===== src/dasm_pkg.sv =====
package dasm_pkg;

  // Number of pattern bytes, and so of match cells, the block is built for (1 to 32).
  localparam int PATTERN_MAX = 32;

  localparam int BYTE_W    = 8;
  localparam int LEN_W     = 6;
  localparam int INDEX_W   = 3;
  localparam int CFG_W     = 64;
  localparam int POS_W     = 32;
  localparam int WORDS     = 4;
  localparam int IDX_W     = (PATTERN_MAX > 1) ? $clog2(PATTERN_MAX) : 1;

  localparam logic [LEN_W-1:0] LEN_MAX = LEN_W'(PATTERN_MAX);

  // Configuration register indexes
  localparam logic [INDEX_W-1:0] REG_DELTA          = 3'd0;
  localparam logic [INDEX_W-1:0] REG_PATTERN_LENGTH = 3'd1;
  localparam logic [INDEX_W-1:0] REG_PATTERN_WORD0  = 3'd2;
  localparam logic [INDEX_W-1:0] REG_PATTERN_WORD1  = 3'd3;
  localparam logic [INDEX_W-1:0] REG_PATTERN_WORD2  = 3'd4;
  localparam logic [INDEX_W-1:0] REG_PATTERN_WORD3  = 3'd5;

  // Shared controls broadcast to every match cell
  typedef struct packed {
    logic              advance;
    logic              clear;
    logic [BYTE_W-1:0] text_byte;
    logic [BYTE_W-1:0] delta;
  } cell_ctrl_t;

  // One result item
  typedef struct packed {
    logic             match_found;
    logic [POS_W-1:0] match_position;
    logic             text_done;
    logic             none_found;
    logic             text_too_short;
  } result_t;

endpackage


===== src/dasm_cell.sv =====
module dasm_cell
  import dasm_pkg::*;
(
  input  logic              clk,
  input  logic              rst,
  input  cell_ctrl_t        ctrl,
  input  logic [BYTE_W-1:0] pattern_byte,
  input  logic              in_use,
  input  logic              prev_bit,
  output logic              bit_next,
  output logic              bit_q
);

  logic [BYTE_W-1:0] diff;
  logic              close;

  assign diff     = (pattern_byte > ctrl.text_byte) ? (pattern_byte - ctrl.text_byte)
                                                    : (ctrl.text_byte - pattern_byte);
  assign close    = in_use && (diff <= ctrl.delta);
  // Extend the prefix held by the left neighbor when this byte is close enough.
  assign bit_next = prev_bit && close;

  always_ff @(posedge clk) begin
    if (rst) begin
      bit_q <= 1'b0;
    end else if (ctrl.advance) begin
      bit_q <= ctrl.clear ? 1'b0 : bit_next;
    end
  end

endmodule


===== src/dasm_out_buf.sv =====
module dasm_out_buf
  import dasm_pkg::*;
(
  input  logic    clk,
  input  logic    rst,
  input  logic    push,
  input  result_t push_data,
  output logic    room,
  output logic    out_valid,
  input  logic    out_ready,
  output result_t out_data
);

  logic    skid_valid;
  result_t skid_data;
  logic    pop;

  assign room = !skid_valid;
  assign pop  = out_valid && out_ready;

  always_ff @(posedge clk) begin
    if (rst) begin
      out_valid  <= 1'b0;
      skid_valid <= 1'b0;
    end else if (pop) begin
      if (skid_valid) begin
        skid_valid <= 1'b0;
      end else if (!push) begin
        out_valid <= 1'b0;
      end
    end else if (push) begin
      if (!out_valid) begin
        out_valid <= 1'b1;
      end else begin
        skid_valid <= 1'b1;
      end
    end
  end

  always_ff @(posedge clk) begin
    if (pop) begin
      if (skid_valid) begin
        out_data <= skid_data;
      end else if (push) begin
        out_data <= push_data;
      end
    end else if (push) begin
      if (!out_valid) begin
        out_data <= push_data;
      end else begin
        skid_data <= push_data;
      end
    end
  end

endmodule


===== src/delta_approximate_string_match.sv =====
// Channel   Direction  Handshake              Payload
// input     in         in_valid / in_ready    text_byte, end_of_text
// output    out        out_valid / out_ready  match_found, match_position, text_done,
//                                             none_found, text_too_short
// config    in         cfg_write              cfg_index, cfg_data
//
// One text byte is taken per cycle while the buffer has room; its result is
// registered in the output register, or in the skid entry when that is full.
// All prefix bits update in the transfer cycle; one item per clock unless input stalls.
// A two-entry output buffer (output register plus skid) parts the sides: input
// stalls only when both entries hold results that have not been taken.
// Synchronous reset clears prefix bits, byte count, match flag, buffer valids and
// the registers (delta 0, length 1, pattern 0).
module delta_approximate_string_match
  import dasm_pkg::*;
(
  input  logic               clk,
  input  logic               rst,
  input  logic               in_valid,
  output logic               in_ready,
  input  logic [BYTE_W-1:0]  text_byte,
  input  logic               end_of_text,
  output logic               out_valid,
  input  logic               out_ready,
  output logic               match_found,
  output logic [POS_W-1:0]   match_position,
  output logic               text_done,
  output logic               none_found,
  output logic               text_too_short,
  input  logic               cfg_write,
  input  logic [INDEX_W-1:0] cfg_index,
  input  logic [CFG_W-1:0]   cfg_data
);

  // Configuration registers
  logic [BYTE_W-1:0]       delta;
  logic [LEN_W-1:0]        pattern_length;
  logic [WORDS*CFG_W-1:0]  pattern_bytes;

  // Per-text state
  logic [POS_W-1:0]        byte_count;
  logic                    any_match_seen;

  logic                    advance;
  logic [LEN_W-1:0]        used_len;
  logic [LEN_W-1:0]        last_cell;
  cell_ctrl_t              ctrl;
  logic [PATTERN_MAX-1:0]  bits_q;
  logic [PATTERN_MAX-1:0]  bits_next;
  logic                    hit;
  result_t                 res;
  result_t                 out_data;
  logic                    room;

  always_ff @(posedge clk) begin
    if (rst) begin
      delta          <= '0;
      pattern_length <= LEN_W'(1);
      pattern_bytes  <= '0;
    end else if (cfg_write) begin
      unique case (cfg_index)
        REG_DELTA:          delta                  <= cfg_data[BYTE_W-1:0];
        REG_PATTERN_LENGTH: pattern_length         <= cfg_data[LEN_W-1:0];
        REG_PATTERN_WORD0:  pattern_bytes[0*CFG_W +: CFG_W] <= cfg_data;
        REG_PATTERN_WORD1:  pattern_bytes[1*CFG_W +: CFG_W] <= cfg_data;
        REG_PATTERN_WORD2:  pattern_bytes[2*CFG_W +: CFG_W] <= cfg_data;
        REG_PATTERN_WORD3:  pattern_bytes[3*CFG_W +: CFG_W] <= cfg_data;
        default: ;  // drop writes beyond the register list
      endcase
    end
  end

  // Clamp the length into 1..PATTERN_MAX.
  always_comb begin
    if (pattern_length == '0) begin
      used_len = LEN_W'(1);
    end else if (pattern_length > LEN_MAX) begin
      used_len = LEN_MAX;
    end else begin
      used_len = pattern_length;
    end
  end

  assign last_cell = used_len - LEN_W'(1);

  assign in_ready = room;
  assign advance  = in_valid && in_ready;

  assign ctrl.advance   = advance;
  assign ctrl.clear     = end_of_text;
  assign ctrl.text_byte = text_byte;
  assign ctrl.delta     = delta;

  // Row of match cells: cell i holds "pattern prefix of length i+1 ends here".
  // Cell 0 always starts a fresh prefix; others take the left neighbor's bit.
  genvar i;
  generate
    for (i = 0; i < PATTERN_MAX; i++) begin : g_cell
      logic prev_bit;
      if (i == 0) begin : g_first
        assign prev_bit = 1'b1;
      end else begin : g_rest
        assign prev_bit = bits_q[i-1];
      end
      dasm_cell u_cell (
        .clk          (clk),
        .rst          (rst),
        .ctrl         (ctrl),
        .pattern_byte (pattern_bytes[i*BYTE_W +: BYTE_W]),
        .in_use       (used_len > LEN_W'(i)),
        .prev_bit     (prev_bit),
        .bit_next     (bits_next[i]),
        .bit_q        (bits_q[i])
      );
    end
  endgenerate

  // A full match ends here when the last cell in use lights up.
  assign hit = bits_next[last_cell[IDX_W-1:0]];

  always_comb begin
    res.match_found    = hit;
    res.match_position = hit ? (byte_count - POS_W'(last_cell)) : '0;
    res.text_done      = end_of_text;
    res.none_found     = end_of_text && !(any_match_seen || hit);
    res.text_too_short = end_of_text &&
                         (({1'b0, byte_count} + (POS_W+1)'(1)) < (POS_W+1)'(used_len));
  end

  // Advance the byte index, saturating; clear per-text state at end of text.
  always_ff @(posedge clk) begin
    if (rst) begin
      byte_count     <= '0;
      any_match_seen <= 1'b0;
    end else if (advance) begin
      if (end_of_text) begin
        byte_count     <= '0;
        any_match_seen <= 1'b0;
      end else begin
        if (byte_count != '1) begin
          byte_count <= byte_count + POS_W'(1);
        end
        if (hit) begin
          any_match_seen <= 1'b1;
        end
      end
    end
  end

  dasm_out_buf u_out_buf (
    .clk       (clk),
    .rst       (rst),
    .push      (advance),
    .push_data (res),
    .room      (room),
    .out_valid (out_valid),
    .out_ready (out_ready),
    .out_data  (out_data)
  );

  assign match_found    = out_data.match_found;
  assign match_position = out_data.match_position;
  assign text_done      = out_data.text_done;
  assign none_found     = out_data.none_found;
  assign text_too_short = out_data.text_too_short;

endmodule


===== config.mk =====
export PLATFORM = sky130hd
export DESIGN_NAME = delta_approximate_string_match
export DESIGN_NICKNAME = d
export VERILOG_FILES = /design/src/dasm_pkg.sv /design/src/dasm_cell.sv /design/src/dasm_out_buf.sv /design/src/delta_approximate_string_match.sv
export SDC_FILE = /design/constraint.sdc
export NUM_CORES = 2
export LEC_CHECK = 0
export ABC_AREA = 1
export ABC_CLOCK_PERIOD_IN_PS = 7500
export BUFFER_PORTS_ARGS = -buffer_cell sky130_fd_sc_hd__buf_2
export CAP_MARGIN = 20
export CORE_ASPECT_RATIO = 0.75
export CORE_MARGIN = 10
export CORE_UTILIZATION = 25
export CTS_CLUSTER_DIAMETER = 50
export DETAILED_ROUTE_END_ITERATION = 6
export PLACE_DENSITY_LB_ADDON = 0.2
export SLEW_MARGIN = 20
export SYNTH_ARGS = -nofsm -noshare
export SYNTH_HDL_FRONTEND = slang
export SYNTH_SLANG_ARGS = --single-unit

===== constraint.sdc =====
create_clock -name clk -period 7.5 [get_ports clk]
set_clock_uncertainty 0.15 [all_clocks]
set_input_delay 0 -clock clk [delete_from_list [all_inputs] [get_ports clk]]
set_output_delay 0 -clock clk [all_outputs]
set_load 0.01 [all_outputs]

# Word-level counts from Yosys, hierarchy flattened
# Cells that the tools add are included.
totals:
  ff_bits: 408
  latch_bits: 0
  ram_bits: 0
  mem_bits_ro: 0
  out_inout_bits: 38
  mem_count: 0
classes:
  addsub: 68
  multipliers: 0
  n_div: 0
  magnitude_cmp: 99
  n_eq_ne: 9
  n_shift: 0
  muxes: 81
  n_bitwise: 1
  n_reduce_logical: 89
op_table:
  columns: ["op", "count"]
  rows:
  - ["$sub 8x8->8", 64]
  - ["$gt 8x8->1", 32]
  - ["$le 8x8->1", 32]
  - ["$mux 8", 32]
  - ["$mux 36", 5]
  - ["$gt 6x5->1 const B", 16]
  - ["$mux 32", 3]
  - ["$logic_and 1x1->1", 67]
  - ["$gt 6x4->1 const B", 8]
  - ["$mux 1", 38]
  - ["$add 32x1->33 const B", 1]
  - ["$lt 33x6->1", 1]
  - ["$add 32x1->32 const B", 1]
  - ["$ne 32x32->1 const B", 1]
  - ["$sub 32x6->32", 1]
  - ["$gt 6x3->1 const B", 4]
  - ["$reduce_and 2->1", 9]
  - ["$gt 6x1->1 const B", 2]
  - ["$gt 6x2->1 const B", 2]
  - ["$mux 6", 2]
  - ["$reduce_and 3->1", 3]
  - ["$reduce_bool 2->1", 4]
  - ["$eq 3x2->1 const B", 2]
  - ["$eq 3x3->1 const B", 2]
  - ["12 further kinds", 15]

# Logic depth before layout (Yosys ltp)
depth:
  word_depth: 14
  ltp_mapped: 33

# Modules after synthesis
# Synthesis repeated with hierarchy kept, for this count alone.
hier_totals:
  hier_cells: 8147
  area_unflattened_um2: 51039.0
by_module_without_submodules:
  columns: ["mod", "instances", "cells_per_inst", "area_per_inst_um2"]
  rows:
  - ["dasm_cell (g_cell[0].u_cell ...)", 17, 186, 1071.0]
  - ["dasm_cell (g_cell[1].u_cell ...)", 15, 188, 1079.8]
  - ["delta_approximate_string_match", 1, 1959, 13688.1]
  - ["dasm_out_buf", 1, 206, 2946.6]

# Worst setup path after synthesis
# OpenSTA, ideal clock, no wires.
synth_path:
  path_type: "input to register"
  startpoint: "in text_byte[1]"
  endpoint: "reg u_out_buf.skid_data[28] in the netlist's numbering (data pin)"
  setup_ps: 258
  t_arrival_ps: 4990
  required_ps: 7092
  setup_slack_ps: 2102
  stages: 28
  cell_sequence: "inv_1 -> fa_1 -> inv_1 -> o21ai_0 -> a21oi_1 -> o21ai_0 -> a21oi_1 -> nor2_1 -> o21ai_0 -> clkbuf_1 -> o21ai_0 -> xor2_1 -> inv_1 -> ha_1 -> nand2_1 -> nor2_1 -> nand2_1 -> nand2_1 -> nand2_1 -> nand3_1 -> nand2_1 -> nand3_1 -> nand3_1 -> nand3_1 -> nand3_2 -> nand2_4 -> buf_4 -> nor2_1"
synth_lines:
  columns: ["item", "line", "rtl"]
  rows:
  - ["from (decl)", "delta_approximate_string_match.sv:21", "input logic [BYTE_W-1:0] text_byte,"]
  - ["to (signal assigned)", "dasm_out_buf.sv:51", "skid_data <= push_data;"]
  - ["to (decl)", "dasm_out_buf.sv:15", "result_t skid_data;"]

# Final worst setup path
layout_path:
  startpoint: "reg pattern_length[2]"
  endpoint: "reg u_out_buf.out_data[32] (netlist name)"
layout_via:
  elab_chain_len: 12
  word_cells_on_any_way: 109
layout_rtl:
  columns: ["item", "line", "rtl"]
  rows:
  - ["from (decl)", "delta_approximate_string_match.sv:37", "logic [LEN_W-1:0] pattern_length;"]
  - ["from (signal assigned)", "delta_approximate_string_match.sv:63", "REG_PATTERN_LENGTH: pattern_length <= cfg_data[LEN_W-1:0];"]
  - ["$gt 6x6->1", "delta_approximate_string_match.sv:77", "end else if (pattern_length > LEN_MAX) begin"]
  - ["$mux 6", "delta_approximate_string_match.sv:77", null]
  - ["$mux 6 (*)", "delta_approximate_string_match.sv:75", "if (pattern_length == '0) begin"]
  - ["branches (longest 5 deep; another with $sub 32x6->32)", null, null]
  - ["$mux 32 (*)", "delta_approximate_string_match.sv:123", "res.match_position = hit ? (byte_count - POS_W'(last_cell)) : '0;"]
  - ["$mux 36, on equally long branches", "dasm_out_buf.sv:48, dasm_out_buf.sv:44", null]
  - ["$mux 36, on equally long branches", "dasm_out_buf.sv:47, dasm_out_buf.sv:42", null]
  - ["$mux 36 (*)", "dasm_out_buf.sv:41", "if (pop) begin"]
# Every way passes the cells marked *. The select of a mux whose other input is x is not followed.
# A chain may end at the register's enable or synchronous reset.

==> impl_metrics.py <==
metrics = {
    "pwr": {
        "pwr_density_cell_nw_per_um2": 192,
        "cellLeakagePower_nw": 23.3,
        "power.total_mw": 9.51,
        "ir_worst_vdd_mv": 0.162,
    },
    "timing": {
        "hold_slack_ns": 0.0500,
        "worst_pin_slew_ns": 0.984,
        "fmax_ghz": 0.176,
        "hold_viol_final": 0,
        "setup-tns-final_ns": 0,
        "post-route-period-util": 0.756,
        "finalSetupViolCount": 0,
        "worst_slack_ns": 1.83,
        "grt_setup_unrepaired": "no",
        "final.min_clock_period_ns": 5.67,
        "drv_slew": 0,
        "relSlewSlack": 0.344,
    },
    "placed_design": {
        "place_congestion": 0.885,
        "dp_slack_ns": 1.38,
        "dp_hpwl_microns": 115000,
        "place_area_sq_um": 45600,
        "portBuffers": 118,
        "placed_cells": 8184,
    },
    "synthesis": {
        "yosysUniqueCellTypes": 54,
        "synth-edff-count": 72,
        "async_flop_share": 0,
        "synth_cells": 5940,
        "synth_top_area_cell": "ha_1",
        "synth_seq_area_share": 0.210,
        "yosysWarnings": 0,
        "synth_top_area_frac": 0.222,
        "synth-seq-cells": 408,
        "synthTopCellsByArea": "ha_1 22%, dfxtp_1 16%, nand2_1 9.4%",
        "synth_ff_type": "dfxtp_1",
        "netlist_area_sq_um": 42400,
        "syn_nets": 6839,
        "syn_area_per_cell_sq_um": 7.13,
        "synth_most_common_cell": "nand2_1",
        "synthTopCellsByCount": "1058 x nand2_1, 930 x inv_1, 773 x a21oi_1, 753 x ha_1, 548 x o21ai_0",
    },
    "floorplan": {
        "core-area_sq_um": 168000,
        "io_pins": 119,
        "initial_utilization": 0.252,
        "fp.dieH_microns": 376,
        "row_count": 130,
        "die-area_sq_um": 186000,
        "die_w_microns": 495,
    },
    "job": {
        "timing.max_cap.violations": 0,
    },
    "route": {
        "wire_per_inst_microns": 18.9,
        "drt_pass1_iterations": 6,
        "met2_length_microns": 66700,
        "vias": 39800,
        "ant_nets": 0,
        "finalWirelength_microns": 159000,
        "highest_layer": "met4",
        "drcViolationCount": 0,
        "wl_met1_microns": 80900,
        "wl_met3_microns": 8490,
        "viasPerCell": 4.72,
        "drt_iter0_markers": 3128,
    },
    "clock_tree": {
        "worst_skew_pair.late_latency_ns": 0.73,
        "cts_max_level": 3,
        "cts_made_buffers": 86,
        "cts-root-buf": "clkbuf_16",
        "clkTransAtPathRegs_ns": 0.05,
        "cts_resized": 0,
        "cts_tree": "done",
        "postCtsSetupBuffers": 0,
        "cts.path.max_buffers": 3,
        "cts_sinks": 408,
    },
    "worst_setup_path": {
        "cp-end-kind": "flop",
        "required_ns": 7.81,
        "arrival_ns": 5.98,
        "rr_worst_depth": 20,
        "endpoint": "u_out_buf.out_data[32]",
        "r2r_setup_slack_ns": 1.83,
        "r2r-end": "u_out_buf.out_data[32]",
        "cp-startpoint": "pattern_length[2]",
        "crit_type": "flop to flop",
        "r2r-start": "pattern_length[2]",
        "start_kind": "flop",
        "path_max_fanout": 21,
    },
    "outcome": {
        "status": "completed",
    },
    "cells_and_area": {
        "seqCellArea_sq_um": 8890,
        "area_growth_pct": 17.0,
        "fillers": 18300,
        "nNetsFinal": 7010,
        "final_area_sq_um": 49500,
        "multiInputGateArea_sq_um": 29300,
        "fin_util": 0.295,
        "drive_gt1_frac": 0.0772,
        "final_cell_count_no_fill": 8429,
    },
    "grt": {
        "grt_pass1_vias": 38600,
        "antenna_found_initial": 11,
        "grt_pass1_wl_microns": 241000,
        "grt_max_degree": 113,
        "gr-usage-all-layers": 0.166,
        "grt_overflow": 0,
    },
    "hold_path": {
        "hold_path_class": "input pin to flop",
    },
}
-- worst min-delay path by stage --
| stage | startpoint | to | slack (ns) | cells after the start |
|---|---|---|---|---|
| 3_3_place_gp | in_valid | u_out_buf.skid_valid | 0.10 | 3 |
| 4_1_cts | cfg_data[55] | pattern_bytes[247] | 0.005 | 4 |
| 2_1_floorplan | end_of_text | u_out_buf.skid_data[2] | -0.05 | 0 |
| 5_1_grt | cfg_data[7] | pattern_bytes[7] | 0.05 | 4 |
| 6_report | cfg_data[55] | pattern_bytes[183] | 0.05 | 4 |
| 3_5_place_dp | in_valid | u_out_buf.skid_valid | 0.13 | 3 |
-- routing by layer --
| metal | GRT usage | vias to the layer above |
|---|---|---|
| met3 | 0.0218 | 186 |
| li1 | - | 20100 |
| met2 | 0.254 | 1032 |
| met4 | 0.0341 | 0 |
| met1 | 0.247 | 18500 |
| met5 | 0 | - |
-- layout make-up --
class,instances,area share
timing repair buffer,262,0.0392
clock inverter,60,0.0159
inverter,945,0.0720
clock buffer,99,0.0462
tap,2244,0.0567
sequential,408,0.179
multi-input combinational,4408,0.590
antenna,3,0.000152
-- report_power, final --
group | leakage, nW | total (mW) | switching [mW] | internal (mW)
clock | 1.49 | 4.16 | 1.57 | 2.60
sequential | 3.42 | 2.43 | 0.0578 | 2.37
combinational | 18.4 | 2.92 | 1.86 | 1.06
total | 23.3 | 9.51 | 3.48 | 6.03
-- state kept, by name (all words and copies together) (netlist names) --
name and flops:
pattern_length 6, u_out_buf.out_data 36, u_out_buf.skid_valid 1, g_cell.u_cell.bit_q 31
any_match_seen 1, u_out_buf.out_valid 1, u_out_buf.skid_data 36, pattern_bytes 256
byte_count 32, delta 8
-- repair_timing --
action                     CTS  global route
setup endpoints to repair    0             0
hold buffers                83             0
hold endpoints to repair   427             0
-- cell usage in the layout, fill, tap and decap left out, drive strengths merged, types with 26 or more instances in the layout --
cell type,n
nand2,1066
inv,968
a21oi,779
ha,753
o21ai,558
dfxtp,336
nor2,327
xor2,182
buf,179
nand3,176
nand4,122
clkbuf,99
xnor2,84
dlygate4sd3,83
edfxtp,72
fa,65
mux2,57
o211ai,31
mux2i,29
nor3,26
-- cells by family (layout without fill, tap and decap cells) --
family / after synthesis / in the layout / synth area share
AOI/OAI and AO/OA: 1492 / 1492 / 0.188
xor gates and xnor gates: 266 / 266 / 0.0552
adders and majority gates: 818 / 818 / 0.253
buffers and inverters: 1124 / 1366 / 0.101
DFF: 408 / 408 / 0.210
muxes: 86 / 86 / 0.0220
other: 1 / 4 / 0.0000885
and+or+nand+nor: 1745 / 1745 / 0.171
-- worst max-delay path, stage by stage, from the launching register on --
cell      delay, ns
dfxtp_1        0.59
nor2_2         0.13
nand3_1        0.11
nand2_2        0.10
nand2_4        0.32
inv_4          0.19
ha_1           0.60
clkinv_1       0.50
ha_1           0.44
nand3_1        0.08
nand2_1        0.09
a31oi_1        0.23
nor2_1         0.10
nor2_1         0.46
nand2_1        0.22
nor2_1         0.46
nand2_1        0.15
xor2_1         0.26
inv_1          0.07
nand4_1        0.09
nand2_1        0.05
No activity file was read; power rests on OpenSTA's default activity.
